**src/sv/lqs_pkg.sv**
```systemverilog
// Package with the transaction types and codes for the linear queue with search.
package lqs_pkg;

  // Operation codes carried by an input transaction.
  localparam logic [1:0] OP_INSERT  = 2'd0;
  localparam logic [1:0] OP_DELETE  = 2'd1;
  localparam logic [1:0] OP_SEARCH  = 2'd2;
  localparam logic [1:0] OP_DISPLAY = 2'd3;

  // Status codes carried by a result transaction.
  localparam logic [1:0] ST_OK        = 2'd0;
  localparam logic [1:0] ST_FULL      = 2'd1;
  localparam logic [1:0] ST_EMPTY     = 2'd2;
  localparam logic [1:0] ST_NOT_FOUND = 2'd3;

  // Field widths fixed by the interface.
  localparam int DATA_W = 32;
  localparam int POS_W  = 4;

  typedef struct packed {
    logic [1:0]               operation;
    logic signed [DATA_W-1:0] data_value;
  } in_item_t;

  typedef struct packed {
    logic [1:0]               status;
    logic signed [DATA_W-1:0] entry_value;
    logic [POS_W-1:0]         position;
    logic                     last_of_run;
  } out_item_t;

  // Builds one result transaction.
  function automatic out_item_t make_result(logic [1:0] status,
                                            logic signed [DATA_W-1:0] value,
                                            logic [POS_W-1:0] position,
                                            logic last);
    out_item_t r;
    r.status      = status;
    r.entry_value = value;
    r.position    = position;
    r.last_of_run = last;
    return r;
  endfunction

endpackage

```
**src/sv/linear_queue_with_search_unit.sv**
```systemverilog
// Linear array queue of signed words with insert, delete, search and display.
// A search reads the entries one at a time from the front, and a display gives one result per entry.
// A new transaction is accepted only after the last result of the previous one enters the output register.
// Reset (synchronous, active low) empties the queue at once; the slot memory is not cleared.
module linear_queue_with_search_unit #(
  parameter int DEPTH = 8
) (
  input  logic               clk,
  input  logic               rst_n,
  input  logic               in_valid,
  output logic               in_ready,
  input  lqs_pkg::in_item_t  in_data,
  output logic               out_valid,
  input  logic               out_ready,
  output lqs_pkg::out_item_t out_data
);

  localparam int IDX_W = $clog2(DEPTH);
  localparam logic [IDX_W-1:0] LAST_SLOT = IDX_W'(DEPTH - 1);

  // Control states.
  localparam logic [1:0] S_IDLE = 2'd0;
  localparam logic [1:0] S_READ = 2'd1;
  localparam logic [1:0] S_EMIT = 2'd2;

  logic [1:0]                       state_r, state_nxt;
  logic [IDX_W-1:0]                 front_r, front_nxt;
  logic [IDX_W-1:0]                 rear_r, rear_nxt;
  logic                             empty_r, empty_nxt;
  logic [IDX_W-1:0]                 ptr_r, ptr_nxt;
  logic [1:0]                       op_r, op_nxt;
  logic signed [lqs_pkg::DATA_W-1:0] val_r, val_nxt;
  lqs_pkg::out_item_t               res_r, res_nxt;
  lqs_pkg::out_item_t               out_data_r, out_data_nxt;
  logic                             out_valid_r, out_valid_nxt;

  // Slot memory with one write and one registered read port.
  logic signed [lqs_pkg::DATA_W-1:0] slot_mem [DEPTH];
  logic signed [lqs_pkg::DATA_W-1:0] rd_data_r;
  logic                             mem_we;
  logic [IDX_W-1:0]                 mem_waddr;
  logic                             mem_re;
  logic [IDX_W-1:0]                 mem_raddr;
  logic [IDX_W-1:0]                 ptr_inc;
  logic [lqs_pkg::POS_W-1:0]        found_pos;
  logic                             in_accept;

  assign in_ready  = (state_r == S_IDLE);
  assign in_accept = in_valid && in_ready;
  assign out_valid = out_valid_r;
  assign out_data  = out_data_r;
  assign ptr_inc   = ptr_r + 1'b1;

  // Position from the front, counted from one and wrapped to the field width.
  assign found_pos = lqs_pkg::POS_W'({1'b0, ptr_r} - {1'b0, front_r} + 1'b1);

  always_ff @(posedge clk) begin
    if (mem_we) begin
      slot_mem[mem_waddr] <= val_nxt;
    end
    if (mem_re) begin
      rd_data_r <= slot_mem[mem_raddr];
    end
  end

  // Next-state logic of the sequencer.
  always_comb begin
    state_nxt     = state_r;
    front_nxt     = front_r;
    rear_nxt      = rear_r;
    empty_nxt     = empty_r;
    ptr_nxt       = ptr_r;
    op_nxt        = op_r;
    val_nxt       = val_r;
    res_nxt       = res_r;
    out_data_nxt  = out_data_r;
    out_valid_nxt = out_valid_r && !out_ready;
    mem_we        = 1'b0;
    mem_waddr     = rear_r;
    mem_re        = 1'b0;
    mem_raddr     = ptr_r;

    unique case (state_r)
      S_IDLE: begin
        if (in_accept) begin
          op_nxt  = in_data.operation;
          val_nxt = in_data.data_value;
          unique case (in_data.operation)
            lqs_pkg::OP_INSERT: begin
              state_nxt = S_EMIT;
              if (empty_r) begin
                front_nxt = '0;
                rear_nxt  = '0;
                empty_nxt = 1'b0;
                mem_we    = 1'b1;
                mem_waddr = '0;
                res_nxt   = lqs_pkg::make_result(lqs_pkg::ST_OK, '0, '0, 1'b1);
              end else if (rear_r == LAST_SLOT) begin
                res_nxt = lqs_pkg::make_result(lqs_pkg::ST_FULL, '0, '0, 1'b1);
              end else begin
                rear_nxt  = rear_r + 1'b1;
                mem_we    = 1'b1;
                mem_waddr = rear_r + 1'b1;
                res_nxt   = lqs_pkg::make_result(lqs_pkg::ST_OK, '0, '0, 1'b1);
              end
            end
            lqs_pkg::OP_DELETE: begin
              if (empty_r) begin
                res_nxt   = lqs_pkg::make_result(lqs_pkg::ST_EMPTY, '0, '0, 1'b1);
                state_nxt = S_EMIT;
              end else begin
                mem_re    = 1'b1;
                mem_raddr = front_r;
                state_nxt = S_READ;
              end
            end
            lqs_pkg::OP_SEARCH: begin
              if (empty_r) begin
                res_nxt   = lqs_pkg::make_result(lqs_pkg::ST_NOT_FOUND, '0, '0, 1'b1);
                state_nxt = S_EMIT;
              end else begin
                ptr_nxt   = front_r;
                mem_re    = 1'b1;
                mem_raddr = front_r;
                state_nxt = S_READ;
              end
            end
            lqs_pkg::OP_DISPLAY: begin
              if (empty_r) begin
                res_nxt   = lqs_pkg::make_result(lqs_pkg::ST_EMPTY, '0, '0, 1'b1);
                state_nxt = S_EMIT;
              end else begin
                ptr_nxt   = front_r;
                mem_re    = 1'b1;
                mem_raddr = front_r;
                state_nxt = S_READ;
              end
            end
            default: begin
              state_nxt = S_IDLE;
            end
          endcase
        end
      end

      // Slot data is on the read register; act on it.
      S_READ: begin
        unique case (op_r)
          lqs_pkg::OP_DELETE: begin
            res_nxt   = lqs_pkg::make_result(lqs_pkg::ST_OK, rd_data_r, '0, 1'b1);
            state_nxt = S_EMIT;
            if (front_r == rear_r) begin
              front_nxt = '0;
              rear_nxt  = '0;
              empty_nxt = 1'b1;
            end else begin
              front_nxt = front_r + 1'b1;
            end
          end
          lqs_pkg::OP_SEARCH: begin
            if (rd_data_r == val_r) begin
              res_nxt   = lqs_pkg::make_result(lqs_pkg::ST_OK, rd_data_r, found_pos, 1'b1);
              state_nxt = S_EMIT;
            end else if (ptr_r == rear_r) begin
              res_nxt   = lqs_pkg::make_result(lqs_pkg::ST_NOT_FOUND, '0, '0, 1'b1);
              state_nxt = S_EMIT;
            end else begin
              ptr_nxt   = ptr_inc;
              mem_re    = 1'b1;
              mem_raddr = ptr_inc;
            end
          end
          default: begin
            res_nxt   = lqs_pkg::make_result(lqs_pkg::ST_OK, rd_data_r, '0,
                                             ptr_r == rear_r);
            state_nxt = S_EMIT;
          end
        endcase
      end

      // Move the pending result into the output register when it is free.
      S_EMIT: begin
        if (!out_valid_r || out_ready) begin
          out_data_nxt  = res_r;
          out_valid_nxt = 1'b1;
          if (res_r.last_of_run) begin
            state_nxt = S_IDLE;
          end else begin
            ptr_nxt   = ptr_inc;
            mem_re    = 1'b1;
            mem_raddr = ptr_inc;
            state_nxt = S_READ;
          end
        end
      end

      default: begin
        state_nxt = S_IDLE;
      end
    endcase
  end

  // Control registers.
  always_ff @(posedge clk) begin
    if (!rst_n) begin
      state_r     <= S_IDLE;
      front_r     <= '0;
      rear_r      <= '0;
      empty_r     <= 1'b1;
      out_valid_r <= 1'b0;
    end else begin
      state_r     <= state_nxt;
      front_r     <= front_nxt;
      rear_r      <= rear_nxt;
      empty_r     <= empty_nxt;
      out_valid_r <= out_valid_nxt;
    end
  end

  // Payload registers.
  always_ff @(posedge clk) begin
    ptr_r      <= ptr_nxt;
    op_r       <= op_nxt;
    val_r      <= val_nxt;
    res_r      <= res_nxt;
    out_data_r <= out_data_nxt;
  end

endmodule

```
**config.mk**
```make
export PLATFORM = sky130hd
export DESIGN_NAME = linear_queue_with_search_unit
export DESIGN_NICKNAME = d
export VERILOG_FILES = /design/src/sv/lqs_pkg.sv /design/src/sv/linear_queue_with_search_unit.sv
export SDC_FILE = /design/constraint.sdc
export NUM_CORES = 1
export LEC_CHECK = 0
export BUFFER_PORTS_ARGS = -buffer_cell sky130_fd_sc_hd__buf_2
export CAP_MARGIN = 10
export CELL_PAD_IN_SITES_DETAIL_PLACEMENT = 1
export CELL_PAD_IN_SITES_GLOBAL_PLACEMENT = 1
export CORE_MARGIN = 1
export CORE_UTILIZATION = 34
export CTS_CLUSTER_DIAMETER = 150
export DETAILED_ROUTE_END_ITERATION = 16
export MAX_ROUTING_LAYER = met4
export PLACE_DENSITY = 0.55
export SYNTH_ARGS = -nofsm -noshare
export SYNTH_HDL_FRONTEND = slang
export SYNTH_SLANG_ARGS = --single-unit
```
**constraint.sdc**
```tcl
create_clock -name clk -period 6.2 [get_ports clk]
set_clock_uncertainty 0.1 [all_clocks]
set_input_delay 1.24 -clock clk [delete_from_list [all_inputs] [get_ports clk]]
set_output_delay 1.24 -clock clk [all_outputs]
set_load 0.02 [all_outputs]
```
==> impl_metrics.toml, run 1 <==
[outcome]
status = "complete, no violations"

[setup_path]
cp.required_ps = 6490
slowest_delay_ps = 810
critical_path_buf_inv_count = 1
startpoint_type = "flip-flop"
critPathKind = "flip-flop to flip-flop"
crit_chain = "xnor2_1, nand4_1, nor4_2, a21boi_2, and2_4, a21boi_0, a2bb2oi_4, buf_4, a221oi_2, o22ai_1"
crit_slowest_cell = "a2bb2oi_4"
cp-end-kind = "flip-flop"
cpLargestDelayFamily = "compound AO/OA/AOI/OAI gates"
arrival_ps = 4600
cp-startpoint = "rd_data_r[28]"
reg2reg_from = "rd_data_r[28]"
path_max_fanout = 20

[power]
comb_power_share = 0.228
ir_drop_uv = 259
seqPwrFrac = 0.435
p_int_mw = 5.62
sw_frac_of_total = 0.292
pwr-share-clk = 0.337
p_sw_mw = 2.32
power-per-cell-area_nw_per_um2 = 412
p_leak_nw = 6.79

[synthesis]
avgSynthCellArea_um2 = 16.4
yosysMostFrequentCell = "edfxtp_1"
syn_inst = 1013
yosys_register_bits = 413
synth_edf_count = 371
synth-async-reset-ratio = 0
synth_area_um2 = 16600
yosys_warnings = 0
synth_top_area_share = 0.671
synth_top_cell_by_area = "edfxtp_1"
synthTopCellsByCount = "edfxtp_1, nand2_1, a221oi_2"
yosysSeqAreaShare = 0.721
syn_nets = 1065
synth_cell_type_count = 56
synth.area.top_cells = "edfxtp_1, dfxtp_1, a221oi_2, mux2_4, nand2_1"
ys.flop_type = "edfxtp_1"

[floorplan]
fp.dieH_um = 223
die-width_um = 223
rows = 80
start_util = 0.347
io_pins = 79
die_area_um2 = 49800
coreArea_um2 = 47900

[min_path]
hold_path_class = "flip-flop to flip-flop"
hp-start = "res_r[11]"

[drt]
vias_per_cell = 5.05
final_antenna_net_count = 0
routed_wl_um = 41500
drt_iter0_markers = 468
vias = 8891
dr.pass1.iters = 4
drc = 0
drt-wirelength-per-cell_um = 23.6

[place]
dp.cells = 1676
numPortBuffers = 78
dp_hpwl_um = 24200
gp_congestion = 0.785

[sta]
slew_headroom = 0.216
fin_crit_ps = 4310
fin_crit_sh = 0.696
finalHoldViolations = 0
rsz0062_at_grt = "false"
fmax_mhz = 232
worstMarginPinSlew_ps = 1160
setup_viol = 0
fin_setup_tns_ps = 0
slew_viol_final = 0

[clocking]
cts_tree = "built"
cts_setup_buffers = 0
cts_inserted_buffers = 46
cts.sinks = 413
cts.path.max_buffers = 3
cts-root-buf = "clkbuf_16"
cts.hold.buffers_added = 0
cts_resized = 0
clkTransAtPathRegs_ps = 60
clk_latency_ps = 580
htreeDepth = 2

[layout]
drive_gt1_frac = 0.249
syn2layout_area_growth_pct = 16.1
fin_cells = 1760
nNetsFinal = 1161
antenna_cells = 0

[global_route]
antenna_found_initial = 0
grt_use_total = 0.176
grt_pass1_wl_um = 62500
grt_pass1_vias = 9693
grt_overflow = 0
grt_max_degree = 51

[run]
maxCapViolCount = 0
logic make-up (layout without fill, tap and decap cells):
logic type | Yosys count | after routing | synth area share
AOI/OAI and AO/OA | 160 | 160 | 0.0908
xor gates and xnor gates | 41 | 41 | 0.0216
adders and majority gates | 14 | 14 | 0.0110
buffers and inverters | 68 | 200 | 0.0205
DFF | 413 | 413 | 0.721
muxes | 99 | 99 | 0.0728
and+or+nand+nor | 218 | 218 | 0.0621
final timing paths:
kind	endpoint	slack, ps	cells past startpoint
setup / recovery	rd_data_r[12]	1890	10
hold / removal	out_data[11]	310	0
hold reg to reg	out_data[11]	310	0
setup reg to reg	rd_data_r[12]	1890	10
sequential cells by signal, summed over array words and instances (netlist names):
signal,cells
rd_data_r,32
out_valid,1
res_r,39
rear_r,3
state_r,2
slot_mem,256
op_r,2
out_data,39
empty_r,1
ptr_r,3
val_r,32
front_r,3
power by group through the flow:
stage / clock, mW / sequential, mW / combinational, mW
after global routing: 2.84 / 3.47 / 1.96
after detailed placement: 0 / 3.51 / 1.83
after CTS: 2.75 / 3.46 / 1.84
after floorplan: 0 / 3.54 / 1.29
after global placement: 0 / 3.51 / 1.81
final: 2.67 / 3.45 / 1.81
area by class of cell:
type	instances	area, um2
Clock buffer	61	1280
Clock inverter	23	203
Fill cell	4748	28700
Inverter	16	60.1
Multi-Input combinational cell	532	4420
Sequential cell	413	12000
Tap cell	615	769
Timing Repair Buffer	100	568
routing by layer:
layer,wire length (um),up-vias,share of wire,global-route usage
li1,-,4116,-,-
met1,19100,4571,0.46,0.228
met2,20200,150,0.49,0.287
met3,1490,54,0.036,0.0306
met4,784,0,0.019,0.0425
met5,0,-,0,-
cell usage in the layout (no fill, tap or decap), drive strengths merged, types with 11 or more instances in the layout:
cell type  instances
dfxtp             42
inv               15
nor2              19
a221oi            64
nand2            118
edfxtp           371
clkbuf            61
o21ai             11
a21oi             15
xnor2             38
mux2              64
buf              100
mux2i             35
ha                13
clkinv            20
o22ai             32
and2              41
metrics by stage:
step / instance area [um2] / worst slack, ps / util / total power, mW / hold slack [ps]
finish: 19300 / 1890 / 0.402 / 7.94 / 314
global route: 19300 / 1630 / 0.402 / 8.28 / 316
CTS: 19300 / 1750 / 0.402 / 8.05 / 315
detailed placement: 17800 / 1650 / 0.371 / 5.35 / 306
global placement: 17800 / 1690 / 0.371 / 5.32 / 304
floorplan: 16600 / 1130 / - / 4.82 / 300
Power figures use the tool's default switching activity.
==> run 2: changes to the inputs <==
- PLACE_DENSITY: 0.55 -> 0.58
- clock period: 6.2 -> 3.8 ns (I/O delays scaled with it)
==> run 2 against run 1 <==
Sequential cell count unchanged. Sequential power is 63% higher. Die area unchanged. Hold slack gained 1.5 ps. Power rose by 71%. Highest routed layer unchanged. Critical path type unchanged. Wire length rose by 1.1%. First-iteration DRC count increased by 19%. Count of clock-buffer cells in the layout is 8 lower. Register-to-register slack lost 1600 ps.
==> impl_metrics.toml, run 2 (synthesis gave the netlist of run 1 again) <==
[setup_path]
cp-startpoint = "rd_data_r[25]"
r2r_cells = 11
startpoint_type = "flip-flop"
reg2reg_from = "rd_data_r[25]"
crit_slowest_cell = "a311o_2"
cp-end-kind = "flip-flop"
critPathKind = "flip-flop to flip-flop"
slowest_delay_ps = 430
crit_cells = 11
path_max_fanout = 34
critical_path_buf_inv_count = 2
cpLargestDelayFamily = "compound AO/OA/AOI/OAI gates"
cp.required_ps = 4010
crit_chain = "xnor2_1, nand4_1, nor4_2, buf_4, a21boi_2, and2_4, a311o_2, buf_12, mux2_4, a221oi_1, o22ai_1"
arrival_ps = 3710

[floorplan]
die_area_um2 = 49800
rows = 80
fp.dieH_um = 223
die-width_um = 223
start_util = 0.347
coreArea_um2 = 47900
io_pins = 79

[drt]
final_antenna_net_count = 0
drt_iter0_markers = 559
vias_per_cell = 5.10
dr.pass1.iters = 5
routed_wl_um = 42000
vias = 9114
drt-wirelength-per-cell_um = 23.5
drc = 0

[layout]
regMostFlops = "slot_mem"
drive_gt1_frac = 0.265
syn2layout_area_growth_pct = 19.6
fin_cells = 1786
num-fill-cells = 4699
largest_reg_flops = 256
nNetsFinal = 1186
antenna_cells = 0
final_common_cell = "edfxtp_1"
final_cell_mix = "edfxtp_1, nand2_1, buf_2"

[min_path]
whs_path_depth = 0
hold_path_class = "flip-flop to flip-flop"
hp-start = "res_r[13]"

[global_route]
grt_use_total = 0.177
grt_overflow = 0
grt_max_degree = 37
grt_pass1_wl_um = 62500
grt_pass1_vias = 9667
antenna_found_initial = 0

[power]
comb_power_share = 0.236
p_leak_nw = 7.03
seqPwrFrac = 0.414
sw_frac_of_total = 0.286
ir_drop_uv = 384
pwr-share-clk = 0.350
p_sw_mw = 3.89
power-per-cell-area_nw_per_um2 = 684
p_int_mw = 9.71

[run]
maxCapViolCount = 0

[outcome]
status = "complete, no violations"

[sta]
slew_viol_final = 0
slew_headroom = 0.532
fin_crit_sh = 0.922
finalHoldViolations = 0
hold_ws_ps = 316
setup_viol = 0
rsz0062_at_grt = "false"
fin_crit_ps = 3500
worstMarginPinSlew_ps = 702
fmax_mhz = 285
fin_setup_tns_ps = 0

[clocking]
cts-root-buf = "clkbuf_16"
cts_resized = 0
clkTransAtPathRegs_ps = 60
htreeDepth = 2
cts.hold.buffers_added = 0
cts_setup_buffers = 0
cts_tree = "built"
cts.sinks = 413
cts.path.max_buffers = 3
clk_latency_ps = 590
cts_inserted_buffers = 45

[place]
dp.cells = 1702
numPortBuffers = 78
gp_congestion = 0.807
dp_hpwl_um = 24100
## run 2: cell count changes in the layout (fill, tap and decap cells not counted), sizes merged
cell      delta
inv          +2
bufinv       +7
clkinvlp     +2
clkbuf       -8
buf         +26
clkinv       -3
## run 2: worst register-to-register path, cell delays in order (launching register included)
cell	delay, ps
edfxtp_1	400
xnor2_1	290
nand4_1	330
nor4_2	300
buf_4	170
a21boi_2	70
and2_4	170
a311o_2	430
buf_12	210
mux2_4	370
a221oi_1	270
o22ai_1	110
## run 2: layer usage
metal,global-route usage,routed length [um],vias up,part of all wire
met4,0.0474,858,0,0.020
met1,0.228,19300,4744,0.46
met3,0.0288,1370,56,0.033
li1,-,-,4169,-
met2,0.289,20400,145,0.49
met5,-,0,-,0
## run 2: worst paths after layout
kind	slack, ps	end
worst max-delay path	300	rd_data_r[10]
worst min-delay path	320	out_data[13]
worst max register to register	300	rd_data_r[10]
worst min register to register	320	out_data[13]
## run 2: per-stage QoR
stage	area (um2)	total power, mW	utilization	setup slack (ps)
after floorplan	16600	7.87	-	-57.0
after global placement	18300	8.92	0.381	245
after detailed placement	18300	8.98	0.381	256
after CTS	19900	13.8	0.414	219
after global routing	19900	14.2	0.414	103
final	19900	13.6	0.414	296
## run 2: cell type report
type	count	area, um2	share of cell area
clock inverter	31	439	0.0221
inverter	16	60.1	0.00302
timing repair buffer	126	1010	0.0510
clock buffer	53	1180	0.0592
multi-input combinational	532	4430	0.223
sequential	413	12000	0.603
tap	615	769	0.0387
## run 2: power groups by stage
stage / clock network [mW] / logic (mW) / registers [mW]
6_report: 4.75 / 3.21 / 5.63
5_1_grt: 5.03 / 3.46 / 5.66
4_1_cts: 4.88 / 3.27 / 5.63
3_5_place_dp: 0 / 3.25 / 5.73
3_3_place_gp: 0 / 3.20 / 5.72
2_1_floorplan: 0 / 2.10 / 5.77
==> run 3: changes to the inputs <==
- PLACE_DENSITY: 0.58 -> not set
- PLACE_DENSITY_LB_ADDON: not set -> 0.1
==> run 3 against run 2 <==
Sequential share of layout area is 0.13 points higher. Clock power is 9.1% lower. Die area stayed put. Register-to-register slack worse by 120 ps. Count of clock-buffer cells in the layout is 13 higher. Combinational power is 3% higher. Power is 2.4% lower. Hold slack better by 0.67 ps. Core utilization is 0.089 points lower. Global-route usage is 0.35 points higher. Critical path depth stayed put. Sequential cell count stayed put. Critical path type unchanged.
==> impl_metrics.toml, run 3 (synthesis gave the netlist of run 1 again) <==
[global_route]
grt_use_total = 0.180
antenna_found_initial = 0
grt_max_degree = 42
grt_pass1_vias = 9506
grtUsageMet2 = 0.291
use_met3 = 0.0238
grt_overflow = 0
grt.met1_usage = 0.236
grt_pass1_wl_um = 63000
busiest_layer = "met2"

[sta]
slew_headroom = 0.550
finalHoldViolations = 0
rsz0062_at_grt = "false"
worstMarginPinSlew_ps = 673
fin_setup_tns_ps = 0
fin_crit_sh = 0.953
slew_viol_final = 0
setup_viol = 0
fmax_mhz = 276
fin_crit_ps = 3620

[clocking]
cts.path.max_buffers = 3
clk_latency_ps = 580
cts.sinks = 413
cts.hold.buffers_added = 0
cts_tree = "built"
clkTransAtPathRegs_ps = 60
cts-root-buf = "clkbuf_16"
htreeDepth = 2
cts_inserted_buffers = 45

[setup_path]
cp-startpoint = "rd_data_r[11]"
cp.required_ps = 4010
startpoint_type = "flip-flop"
cp-end-kind = "flip-flop"
critPathKind = "flip-flop to flip-flop"
reg2reg_from = "rd_data_r[11]"
arrival_ps = 3830
path_max_fanout = 41

[layout]
regMostFlops = "slot_mem"
fin_cells = 1797
largest_reg_flops = 256
nNetsFinal = 1198
syn2layout_area_growth_pct = 19.4
final_cell_mix = "edfxtp_1, nand2_1, buf_2"
num-fill-cells = 4687
drive_gt1_frac = 0.268
fin_area_um2 = 19800
antenna_cells = 0
final_common_cell = "edfxtp_1"
fin_util = 0.414

[power]
pwr-share-clk = 0.326
comb_power_share = 0.250
ir_drop_uv = 319
p_leak_nw = 7.03
power-per-cell-area_nw_per_um2 = 669
sw_frac_of_total = 0.292
p_sw_mw = 3.87
p_int_mw = 9.39
seqPwrFrac = 0.424

[floorplan]
io_pins = 79
rows = 80
fp.dieH_um = 223
coreArea_um2 = 47900
die-width_um = 223
die_area_um2 = 49800
start_util = 0.347

[drt]
final_antenna_net_count = 0
drt_iter0_markers = 535
vias_per_cell = 5.03
dr.pass1.iters = 4
drc = 0
drt-wirelength-per-cell_um = 23.8
routed_wl_um = 42700
vias = 9030

[outcome]
status = "complete, no violations"

[min_path]
hp-start = "res_r[34]"
hold_path_class = "flip-flop to flip-flop"

[place]
dp_hpwl_um = 24600
gp_congestion = 0.775
dp.cells = 1709
dpl_cell_area_um2 = 18300
numPortBuffers = 78

[run]
maxCapViolCount = 0
-- run 3: power groups by stage --
stage	sequential, mW	clock [mW]	combinational (mW)
2_1_floorplan	5.77	0	2.10
3_3_place_gp	5.71	0	3.27
3_5_place_dp	5.72	0	3.30
4_1_cts	5.63	4.45	3.36
5_1_grt	5.65	4.60	3.58
6_report	5.63	4.32	3.32
-- run 3: cell type report --
type,count,area [um2],area share
Clock inverter,17,179,0.00902
Clock buffer,66,1270,0.0643
Timing Repair Buffer,138,1120,0.0563
Multi-Input combinational cell,532,4450,0.224
Tap cell,615,769,0.0388
Inverter,16,60.1,0.00303
Sequential cell,413,12000,0.604
-- run 3: worst max-delay path, cell delays in order, from the launching register on --
cell      delay, ps
edfxtp_1        420
xnor2_2         250
nand4_1         280
nor4_2          380
buf_4           190
a21boi_2        110
and2_4          200
a311o_2         420
buf_12          210
mux2_1          370
a221oi_2        220
o22ai_1         110
-- run 3: per-layer routing --
layer  vias to the layer above  wire [um]
met5                         -          0
met4                         0       1040
met3                        70       1400
met2                       163      20500
met1                      4598      19800
li1                       4199          -
-- run 3: metrics by stage --
stage	hold slack, ps	setup WS, ps	power (mW)
after floorplan	300	-57.0	7.87
after detailed placement	306	-73.7	9.02
after global routing	319	2.96	13.8
after CTS	319	101	13.4
final	316	179	13.3
after global placement	301	-75.3	8.98
-- run 3: worst paths after layout --
| check | to | slack, ps | cells past startpoint |
|---|---|---|---|
| hold / removal | out_data[34] | 320 | 0 |
| setup / recovery | rd_data_r[4] | 180 | 11 |
| setup reg to reg | rd_data_r[4] | 180 | 11 |
| hold reg to reg | out_data[34] | 320 | 0 |
-- run 3: repair_timing --
action,4_1_cts,5_1_grt
setup endpoints to repair,6,30
cloned,0,0
setup buffers,5,0
resized for setup,0,2
pin swaps,1,2
hold endpoints to repair,0,0
